`src/sv/bgc_pkg.sv`:
```
// Package with shared types, constants and helper functions of the button gesture classifier.
package bgc_pkg;

   localparam int TIMER_BITS = 16;
   localparam int CFG_BITS = 16;
   localparam int CSR_INDEX_BITS = 4;
   localparam int CMP_BITS = (TIMER_BITS > CFG_BITS + 2) ? TIMER_BITS : CFG_BITS + 2;

   typedef logic [TIMER_BITS-1:0] timer_type;
   typedef logic [CFG_BITS-1:0] cfg_word_type;
   typedef logic [CMP_BITS-1:0] cmp_type;
   typedef logic [CSR_INDEX_BITS-1:0] csr_index_type;

   typedef enum logic [CSR_INDEX_BITS-1:0] {
      REG_ACTIVE_HIGH   = 4'd0,
      REG_DOUBLE_ENABLE = 4'd1,
      REG_LONG_ONCE     = 4'd2,
      REG_HOLD_TICKS    = 4'd3,
      REG_REST_TICKS    = 4'd4,
      REG_LONG_TICKS    = 4'd5,
      REG_DOUBLE_WINDOW = 4'd6,
      REG_DEBOUNCE      = 4'd7
   } reg_index_type;

   typedef enum logic [2:0] {
      ST_IDLE   = 3'd0,
      ST_REST   = 3'd1,
      ST_BOUNCE = 3'd2,
      ST_DONE   = 3'd3,
      ST_BUSY   = 3'd4
   } status_type;

   typedef enum logic [1:0] {
      G_NONE   = 2'd0,
      G_SHORT  = 2'd1,
      G_DOUBLE = 2'd2,
      G_LONG   = 2'd3
   } gesture_type;

   typedef struct packed {
      logic         active_high;
      logic         double_enable;
      logic         long_once;
      cfg_word_type hold_ticks;
      cfg_word_type rest_ticks;
      cfg_word_type long_ticks;
      cfg_word_type double_window_ticks;
      cfg_word_type debounce_ticks;
   } cfg_type;

   typedef struct packed {
      status_type  status;
      gesture_type gesture;
      logic        short_event;
      logic        double_event;
      logic        long_event;
   } rsp_type;

   function automatic timer_type sat_inc(input timer_type t);
      return (t == '1) ? t : t + 1'b1;
   endfunction

   function automatic cmp_type widen_timer(input timer_type t);
      return cmp_type'(t);
   endfunction

   function automatic cmp_type widen_cfg(input cfg_word_type v);
      return cmp_type'(v);
   endfunction

endpackage

```
`src/sv/bgc_req_if.sv`:
```
// Input channel carrying one raw pin sample per word.
interface bgc_req_if;
   logic valid;
   logic ready;
   logic pin_level;

   modport source (output valid, output pin_level, input ready);
   modport sink (input valid, input pin_level, output ready);
endinterface

```
`src/sv/bgc_rsp_if.sv`:
```
// Result channel carrying status, held gesture and event pulses per word.
interface bgc_rsp_if;
   logic       valid;
   logic       ready;
   logic [2:0] status;
   logic [1:0] gesture;
   logic       short_event;
   logic       double_event;
   logic       long_event;

   modport source (output valid, output status, output gesture, output short_event,
                   output double_event, output long_event, input ready);
   modport sink (input valid, input status, input gesture, input short_event,
                 input double_event, input long_event, output ready);
endinterface

```
`src/sv/bgc_csr_if.sv`:
```
// Configuration write channel carrying a register index and write data.
interface bgc_csr_if;
   logic                                valid;
   logic                                ready;
   logic [bgc_pkg::CSR_INDEX_BITS-1:0]  index;
   logic [bgc_pkg::CFG_BITS-1:0]        data;

   modport source (output valid, output index, output data, input ready);
   modport sink (input valid, input index, input data, output ready);
endinterface

```
`src/sv/button_gesture_classifier_unit.sv`:
```
// Top level of the button gesture classifier: channel registers around the gesture state machine.
//
// Usage: each word on the req_port channel is one raw pin sample, one per tick. For every
// accepted word exactly one word leaves on rsp_port: a status code, the held gesture and
// the short, double and long event pulses for that tick.
// The csr_port channel writes the eight configuration registers by index; it is always
// ready, and writes are meant for times when no sample is in flight.
// A sample passes an input register; once the output register is free or being read, the
// state machine updates and the result lands in the output register at the same edge.
// One sample is accepted every cycle while the receiver takes each result; the state
// machine's timer and phase update is the loop that sets this rate.
// When the receiver stalls, the output register holds its word and the input register
// holds one more sample; req_port.ready drops only when both are full.
// Reset is synchronous: both channel registers empty, the configuration returns to its
// defaults and the classifier goes idle with no rest period and no held gesture.
module button_gesture_classifier_unit (
   input logic       clock,
   input logic       reset,
   bgc_req_if.sink   req_port,
   bgc_rsp_if.source rsp_port,
   bgc_csr_if.sink   csr_port
);

   bgc_pkg::cfg_type cfg;
   bgc_pkg::rsp_type step_rsp;

   logic             s1_valid_ff;
   logic             s1_pin_ff;
   logic             rsp_valid_ff;
   bgc_pkg::rsp_type rsp_data_ff;
   logic             out_take;
   logic             step_en;

   assign out_take = !rsp_valid_ff || rsp_port.ready;
   assign step_en = s1_valid_ff && out_take;
   assign req_port.ready = !s1_valid_ff || out_take;
   assign csr_port.ready = 1'b1;

   bgc_csr_regs u_regs (
      .clock    (clock),
      .reset    (reset),
      .wr_en    (csr_port.valid),
      .wr_index (csr_port.index),
      .wr_data  (csr_port.data),
      .cfg      (cfg)
   );

   bgc_classify u_classify (
      .clock     (clock),
      .reset     (reset),
      .step_en   (step_en),
      .pin_level (s1_pin_ff),
      .cfg       (cfg),
      .rsp       (step_rsp)
   );

   always_ff @(posedge clock) begin
      if (reset) begin
         s1_valid_ff <= 1'b0;
         rsp_valid_ff <= 1'b0;
      end else begin
         if (req_port.ready) begin
            s1_valid_ff <= req_port.valid;
            s1_pin_ff <= req_port.pin_level;
         end
         if (out_take) begin
            rsp_valid_ff <= s1_valid_ff;
         end
         if (step_en) begin
            rsp_data_ff <= step_rsp;
         end
      end
   end

   assign rsp_port.valid = rsp_valid_ff;
   assign rsp_port.status = rsp_data_ff.status;
   assign rsp_port.gesture = rsp_data_ff.gesture;
   assign rsp_port.short_event = rsp_data_ff.short_event;
   assign rsp_port.double_event = rsp_data_ff.double_event;
   assign rsp_port.long_event = rsp_data_ff.long_event;

endmodule

```
`src/sv/bgc_csr_regs.sv`:
```
// Configuration register file of the button gesture classifier.
module bgc_csr_regs (
   input  logic               clock,
   input  logic               reset,
   input  logic               wr_en,
   input  bgc_pkg::csr_index_type wr_index,
   input  bgc_pkg::cfg_word_type  wr_data,
   output bgc_pkg::cfg_type   cfg
);

   bgc_pkg::cfg_type cfg_ff;
   bgc_pkg::cfg_type cfg_in;

   always_comb begin
      cfg_in = cfg_ff;
      if (wr_en) begin
         unique case (wr_index)
            bgc_pkg::REG_ACTIVE_HIGH:   cfg_in.active_high = wr_data[0];
            bgc_pkg::REG_DOUBLE_ENABLE: cfg_in.double_enable = wr_data[0];
            bgc_pkg::REG_LONG_ONCE:     cfg_in.long_once = wr_data[0];
            bgc_pkg::REG_HOLD_TICKS:    cfg_in.hold_ticks = wr_data;
            bgc_pkg::REG_REST_TICKS:    cfg_in.rest_ticks = wr_data;
            bgc_pkg::REG_LONG_TICKS:    cfg_in.long_ticks = wr_data;
            bgc_pkg::REG_DOUBLE_WINDOW: cfg_in.double_window_ticks = wr_data;
            bgc_pkg::REG_DEBOUNCE:      cfg_in.debounce_ticks = wr_data;
            default: cfg_in = cfg_ff;
         endcase
      end
   end

   always_ff @(posedge clock) begin
      if (reset) begin
         cfg_ff.active_high <= 1'b1;
         cfg_ff.double_enable <= 1'b0;
         cfg_ff.long_once <= 1'b0;
         cfg_ff.hold_ticks <= bgc_pkg::CFG_BITS'(500);
         cfg_ff.rest_ticks <= bgc_pkg::CFG_BITS'(20);
         cfg_ff.long_ticks <= bgc_pkg::CFG_BITS'(1000);
         cfg_ff.double_window_ticks <= bgc_pkg::CFG_BITS'(300);
         cfg_ff.debounce_ticks <= bgc_pkg::CFG_BITS'(10);
      end else begin
         cfg_ff <= cfg_in;
      end
   end

   assign cfg = cfg_ff;

endmodule

```
`src/sv/bgc_classify.sv`:
```
// Gesture state machine: debounce, press classification, hold and rest timers.
module bgc_classify (
   input  logic             clock,
   input  logic             reset,
   input  logic             step_en,
   input  logic             pin_level,
   input  bgc_pkg::cfg_type cfg,
   output bgc_pkg::rsp_type rsp
);

   typedef enum logic [2:0] {
      PH_IDLE      = 3'd0,
      PH_DEBOUNCE  = 3'd1,
      PH_DETERMINE = 3'd2,
      PH_SHORT     = 3'd3,
      PH_DOUBLE    = 3'd4,
      PH_LONG      = 3'd5,
      PH_END       = 3'd6
   } phase_type;

   phase_type              phase_ff, phase_in;
   bgc_pkg::timer_type     phase_timer_ff, phase_timer_in;
   bgc_pkg::timer_type     rest_timer_ff, rest_timer_in;
   logic                   pend_clear_ff, pend_clear_in;
   bgc_pkg::gesture_type   held_ff, held_in;

   logic                   pressed;
   bgc_pkg::timer_type     rest_inc;
   bgc_pkg::timer_type     phase_inc;
   bgc_pkg::cmp_type       double_gap;

   assign pressed = (pin_level == cfg.active_high);
   assign rest_inc = bgc_pkg::sat_inc(rest_timer_ff);
   assign phase_inc = bgc_pkg::sat_inc(phase_timer_ff);
   assign double_gap = bgc_pkg::widen_cfg(cfg.rest_ticks)
                     + (bgc_pkg::widen_cfg(cfg.debounce_ticks) << 1);

   always_comb begin
      phase_in = phase_ff;
      phase_timer_in = phase_timer_ff;
      rest_timer_in = rest_inc;
      pend_clear_in = pend_clear_ff;
      held_in = held_ff;
      rsp.status = bgc_pkg::ST_BUSY;
      rsp.short_event = 1'b0;
      rsp.double_event = 1'b0;
      rsp.long_event = 1'b0;

      if (bgc_pkg::widen_timer(rest_inc) < bgc_pkg::widen_cfg(cfg.rest_ticks)) begin
         rsp.status = bgc_pkg::ST_REST;
      end else begin
         if (pend_clear_ff &&
             (bgc_pkg::widen_timer(rest_inc) > bgc_pkg::widen_cfg(cfg.hold_ticks))) begin
            pend_clear_in = 1'b0;
            held_in = bgc_pkg::G_NONE;
         end
         unique case (phase_ff)
            PH_IDLE: begin
               if (pressed) begin
                  phase_in = PH_DEBOUNCE;
                  phase_timer_in = '0;
               end else begin
                  rsp.status = bgc_pkg::ST_IDLE;
               end
            end
            PH_DEBOUNCE: begin
               if (!pressed) begin
                  phase_in = PH_IDLE;
                  rsp.status = bgc_pkg::ST_BOUNCE;
               end else if (bgc_pkg::widen_timer(phase_inc) >=
                            bgc_pkg::widen_cfg(cfg.debounce_ticks)) begin
                  phase_in = PH_DETERMINE;
                  phase_timer_in = '0;
               end else begin
                  phase_timer_in = phase_inc;
               end
            end
            PH_DETERMINE: begin
               phase_timer_in = phase_inc;
               if (!pressed) begin
                  phase_in = PH_SHORT;
               end else if (bgc_pkg::widen_timer(phase_inc) >=
                            bgc_pkg::widen_cfg(cfg.long_ticks)) begin
                  phase_in = PH_LONG;
               end
            end
            PH_SHORT: begin
               if (cfg.double_enable) begin
                  phase_timer_in = phase_inc;
                  if (pressed && (bgc_pkg::widen_timer(phase_inc) >= double_gap)) begin
                     phase_in = PH_DOUBLE;
                  end else if (bgc_pkg::widen_timer(phase_inc) >=
                               bgc_pkg::widen_cfg(cfg.double_window_ticks)) begin
                     held_in = bgc_pkg::G_SHORT;
                     rsp.short_event = 1'b1;
                     phase_in = PH_END;
                  end
               end else begin
                  held_in = bgc_pkg::G_SHORT;
                  rsp.short_event = 1'b1;
                  phase_in = PH_END;
               end
            end
            PH_DOUBLE: begin
               held_in = bgc_pkg::G_DOUBLE;
               rsp.double_event = 1'b1;
               if (!pressed) begin
                  phase_in = PH_END;
               end
            end
            PH_LONG: begin
               held_in = bgc_pkg::G_LONG;
               rsp.long_event = 1'b1;
               if (!pressed || cfg.long_once) begin
                  phase_in = PH_END;
               end
            end
            PH_END: begin
               if (!pressed) begin
                  phase_in = PH_IDLE;
                  rest_timer_in = '0;
                  pend_clear_in = 1'b1;
                  rsp.status = bgc_pkg::ST_DONE;
               end
            end
            default: begin
               phase_in = PH_IDLE;
               rsp.status = bgc_pkg::ST_IDLE;
            end
         endcase
      end
      rsp.gesture = held_in;
   end

   always_ff @(posedge clock) begin
      if (reset) begin
         phase_ff <= PH_IDLE;
         phase_timer_ff <= '0;
         rest_timer_ff <= '1;
         pend_clear_ff <= 1'b0;
         held_ff <= bgc_pkg::G_NONE;
      end else if (step_en) begin
         phase_ff <= phase_in;
         phase_timer_ff <= phase_timer_in;
         rest_timer_ff <= rest_timer_in;
         pend_clear_ff <= pend_clear_in;
         held_ff <= held_in;
      end
   end

endmodule

```
`src/flat_wrapper.sv`:
```
// flat-port wrapper written by rule: the top's interface ports become plain ports
module button_gesture_classifier_unit_flat 
  (clock, reset, req_port_valid, req_port_pin_level, req_port_ready, rsp_port_valid, rsp_port_status, rsp_port_gesture, rsp_port_short_event, rsp_port_double_event, rsp_port_long_event, rsp_port_ready, csr_port_valid, csr_port_index, csr_port_data, csr_port_ready);
  bgc_req_if req_port_i ();
  bgc_rsp_if rsp_port_i ();
  bgc_csr_if csr_port_i ();
  input logic clock;
  input logic reset;
  input wire logic [$bits(req_port_i.valid)-1:0] req_port_valid;
  input wire logic [$bits(req_port_i.pin_level)-1:0] req_port_pin_level;
  output wire logic [$bits(req_port_i.ready)-1:0] req_port_ready;
  output wire logic [$bits(rsp_port_i.valid)-1:0] rsp_port_valid;
  output wire logic [$bits(rsp_port_i.status)-1:0] rsp_port_status;
  output wire logic [$bits(rsp_port_i.gesture)-1:0] rsp_port_gesture;
  output wire logic [$bits(rsp_port_i.short_event)-1:0] rsp_port_short_event;
  output wire logic [$bits(rsp_port_i.double_event)-1:0] rsp_port_double_event;
  output wire logic [$bits(rsp_port_i.long_event)-1:0] rsp_port_long_event;
  input wire logic [$bits(rsp_port_i.ready)-1:0] rsp_port_ready;
  input wire logic [$bits(csr_port_i.valid)-1:0] csr_port_valid;
  input wire logic [$bits(csr_port_i.index)-1:0] csr_port_index;
  input wire logic [$bits(csr_port_i.data)-1:0] csr_port_data;
  output wire logic [$bits(csr_port_i.ready)-1:0] csr_port_ready;
  assign req_port_i.valid = req_port_valid;
  assign req_port_i.pin_level = req_port_pin_level;
  assign req_port_ready = req_port_i.ready;
  assign rsp_port_valid = rsp_port_i.valid;
  assign rsp_port_status = rsp_port_i.status;
  assign rsp_port_gesture = rsp_port_i.gesture;
  assign rsp_port_short_event = rsp_port_i.short_event;
  assign rsp_port_double_event = rsp_port_i.double_event;
  assign rsp_port_long_event = rsp_port_i.long_event;
  assign rsp_port_i.ready = rsp_port_ready;
  assign csr_port_i.valid = csr_port_valid;
  assign csr_port_i.index = csr_port_index;
  assign csr_port_i.data = csr_port_data;
  assign csr_port_ready = csr_port_i.ready;
  button_gesture_classifier_unit u_core (.clock(clock), .reset(reset), .req_port(req_port_i), .rsp_port(rsp_port_i), .csr_port(csr_port_i));
endmodule
```
`config.mk`:
```
export PLATFORM = sky130hd
export DESIGN_NAME = button_gesture_classifier_unit_flat
export DESIGN_NICKNAME = d
export VERILOG_FILES = /design/src/sv/bgc_pkg.sv /design/src/sv/bgc_req_if.sv /design/src/sv/bgc_rsp_if.sv /design/src/sv/bgc_csr_if.sv /design/src/sv/button_gesture_classifier_unit.sv /design/src/sv/bgc_csr_regs.sv /design/src/sv/bgc_classify.sv /design/src/flat_wrapper.sv
export SDC_FILE = /design/constraint.sdc
export NUM_CORES = 1
export LEC_CHECK = 0
export BUFFER_PORTS_ARGS = -buffer_cell sky130_fd_sc_hd__buf_2
export CORE_MARGIN = 10
export CORE_UTILIZATION = 45
export DETAILED_ROUTE_END_ITERATION = 8
export GPL_TIMING_DRIVEN = 0
export PLACE_DENSITY_LB_ADDON = 0.1
export RECOVER_POWER = 50
export SYNTH_ARGS = -nofsm -noshare
export SYNTH_HDL_FRONTEND = slang
export SYNTH_HIERARCHICAL = 1
export SYNTH_SLANG_ARGS = --single-unit
```
`constraint.sdc`:
```
create_clock -name clock -period 7.8 [get_ports clock]
set_clock_uncertainty 0.05 [all_clocks]
set_input_delay 1.56 -clock clock [delete_from_list [all_inputs] [get_ports clock]]
set_output_delay 1.56 -clock clock [all_outputs]
set_load 0.02 [all_outputs]
```
==> results.sh <==
export IMPL_outcome="completed"
export IMPL_endpoint_kind="flop"
export IMPL_worstPathMaxFanout=10
export IMPL_cts_hold_buffers=0
export IMPL_final_layout_size_suffix_gt1_share_pct=8.64
export IMPL_die_h_um=164
export IMPL_syn_num_nets=1219
export IMPL_finalSetupTns_ps=0
export IMPL_drt_iter0_drc=406
export IMPL_antenna_left=0
export IMPL_synth_common_cells="dfxtp_1 (123), ha_1 (112), inv_1 (95), mux2i_1 (83), nand2b_1 (83)"
export IMPL_synth_top_area_share_pct=26.5
export IMPL_finish_utilization_pct=51.1
export IMPL_vias=7744
export IMPL_synth_seq_area_share_pct=29.4
export IMPL_grt_use_total_pct=19.2
export IMPL_vias_per_cell=5.47
export IMPL_root_buffer="clkbuf_16"
export IMPL_synth_edff_count=9
export IMPL_power_density_nw_per_um2=178
export IMPL_finalCriticalPeriod_ps=5260
export IMPL_worst_pin_slew_ps=986
export IMPL_rows=52
export IMPL_cts_resized=0
export IMPL_synth_area_leaders="dfxtp_1 (26%), ha_1 (15%), mux2i_1 (8.9%)"
export IMPL_setup_worst_path_class="reg2reg"
export IMPL_fmax_ghz=0.190
export IMPL_grt_pass1_vias=7363
export IMPL_drv_cap=0
export IMPL_cts_setup_buffers=0
export IMPL_ys_types=80
export IMPL_path_buf_inv=2
export IMPL_critical_path_arrival_ps=5570
export IMPL_holdWs_ps=406
export IMPL_dieWidth_um=164
export IMPL_slew_violations=0
export IMPL_antenna_found_initial=0
export IMPL_hold_class="reg2reg"
export IMPL_yosys_warnings=6
export IMPL_hold_viol_final=0
export IMPL_setup_violations_final=0
export IMPL_initial_core_util_pct=45.9
export IMPL_power_w=0.00185
export IMPL_rsz0062_at_grt="false"
export IMPL_relSlewSlack_pct=33.8
export IMPL_htreeDepth=4
export IMPL_firstDrtPassIters=5
export IMPL_dp_hpwl_um=20000
export IMPL_use_met2_pct=30.6
export IMPL_place_gp_congestion=0.876
export IMPL_clk_latency_ps=430
export IMPL_ys_flop_type="dfxtp_1"
export IMPL_async_flop_share_pct=0
export IMPL_cts_tree="built"
export IMPL_yosysMostFrequentCell="dfxtp_1"
export IMPL_pin_count=37
export IMPL_cts_clk_slew_worst_paths_ps=60
export IMPL_cts_num_sinks=132
export IMPL_start_kind="flop"
export IMPL_grt_pass1_wl_um=40300
export IMPL_p_leak_nw=4.69
export IMPL_portBuffers=34
export IMPL_synthCells=1080
export IMPL_vdd_ir_drop_max_mv=0.148
export IMPL_core_um2=20300
export IMPL_worstPathRequired_ps=8110
export IMPL_worstPathCellList="ha_1, nand3_1, or4_1, or2_2, and3_1, buf_2, nand2_1, xnor2_1, ha_1, a21oi_1, o21ai_0, a2111oi_0, o31ai_1, and2b_2, clkbuf_1, or4_1, a21oi_1"
export IMPL_route_detailed_drc=0
export IMPL_wl_per_cell_um=17.9
export IMPL_period_share_pct=67.4
export IMPL_overflow=0
export IMPL_nets=1272
export IMPL_die_area_um2=26800
export IMPL_grt_start_max_net_pins=17
export IMPL_postSynthAreaPerCell_um2=8.62
export IMPL_use_met3_pct=3.70
export IMPL_syn_area_um2=9310
export IMPL_synth_seq_cells=132
export IMPL_cts_made_buffers=17
export IMPL_use_met1_pct=26.4
export IMPL_synth_top_cell_by_area="dfxtp_1"
export IMPL_num_antenna_cells=0
export IMPL_totalWireLength_um=25300
export IMPL_crit_family="simple AND/OR/NAND/NOR gates"
export IMPL_cp_slowest_stage_delay_ps=630
export IMPL_cts_buffer_depth=2
export IMPL_busiest_layer="met2"
export IMPL_cp_slowest_cell="a2111oi_0"
export IMPL_syn_to_final_growth_pct=11.5
[final timing paths]
| kind | start | to | slack, ps | cells past startpoint |
|---|---|---|---|---|
| setup / recovery | u_core/u_classify/phase_timer_ff[0] | u_core/u_classify/phase_timer_ff[4] | 2540 | 17 |
| hold / removal | u_core/u_classify/pend_clear_ff | u_core/u_classify/pend_clear_ff | 410 | 2 |
| setup reg to reg | u_core/u_classify/phase_timer_ff[0] | u_core/u_classify/phase_timer_ff[4] | 2540 | 17 |
| hold reg to reg | u_core/u_classify/pend_clear_ff | u_core/u_classify/pend_clear_ff | 410 | 2 |
[metal layers]
layer / wire length (um) / part of all wire, %
met1: 12400 / 49
met2: 11700 / 46
met3: 981 / 3.9
met4: 280 / 1.1
met5: 0 / 0
[cells in the final DEF, fill, tap and decap left out, types with 8 or more instances in the layout]
cell,netlist,final
clkbuf_1,24,34
nor2_1,77,77
xnor2_1,22,22
mux2i_1,83,83
nand2b_1,83,83
nand3_1,31,31
o211ai_1,8,8
buf_2,6,30
xor2_1,13,13
o21ai_0,51,51
nor3_1,9,9
a21o_1,19,19
clkbuf_16,0,17
inv_1,95,95
or4_1,8,8
edfxtp_1,9,9
dfxtp_1,123,123
nand2_1,58,58
or3b_1,11,11
a21oi_1,79,79
nor2b_1,8,9
ha_1,112,112
and3_1,11,11
nand4_1,17,17
[registers in the layout (all words and copies together) (netlist names), 2 cells and up]
register                          count
u_core/u_classify/phase_ff            3
u_core/rsp_port.gesture               2
u_core/u_classify/held_ff             2
u_core/u_regs/cfg                    83
u_core/rsp_port.status                3
u_core/u_classify/phase_timer_ff     16
u_core/u_classify/rest_timer_ff      16
[power breakdown]
| part | switching, W | total [W] | internal, W |
|---|---|---|---|
| Sequential | 0.0000161 | 0.000715 | 0.000699 |
| Clock | 0.000334 | 0.000806 | 0.000472 |
| Combinational | 0.000197 | 0.000326 | 0.000129 |
[worst reg2reg max path, delay by kind of cell (launching register included)]
family          cells  cell delay [ps]
xor+xnor            1              330
simple gates        7             1980
flops               1              420
compound gates      5             1360
buf+inv             2              370
fa+ha+maj           2              670
[through the flow]
| stage | cells | setup WS, ps | instance area (um2) |
|---|---|---|---|
| 2_1_floorplan | 1080 | 3580 | 9310 |
| 3_3_place_gp | 1384 | 2670 | 9820 |
| 3_5_place_dp | 1384 | 2620 | 9820 |
| 4_1_cts | 1416 | 2590 | 10400 |
| 5_1_grt | 1416 | 2320 | 10400 |
| 6_report | 1416 | 2540 | 10400 |
[kinds of logic (layout without fill, tap and decap cells)]
| group | count (synthesis) | count (layout) | share of synthesized area, % |
|---|---|---|---|
| xor gates and xnor gates | 35 | 35 | 3.29 |
| DFF | 132 | 132 | 29.4 |
| adders and majority gates | 113 | 113 | 15.3 |
| muxes | 88 | 88 | 9.53 |
| and+or+nand+nor | 358 | 358 | 21.4 |
| buffers and inverters | 138 | 204 | 6.64 |
| AOI/OAI and AO/OA | 215 | 215 | 14.4 |
| other | 1 | 1 | 0.0403 |
[area by class of cell]
type	instances	area, um2
multi-input combinational	810	5950
inverter	95	357
buffer	43	262
timing repair buffer	34	158
tap	270	338
fill	2028	9920
sequential	132	2730
clock buffer	17	425
clock inverter	15	156
No activity file was read; power rests on OpenSTA's default activity.
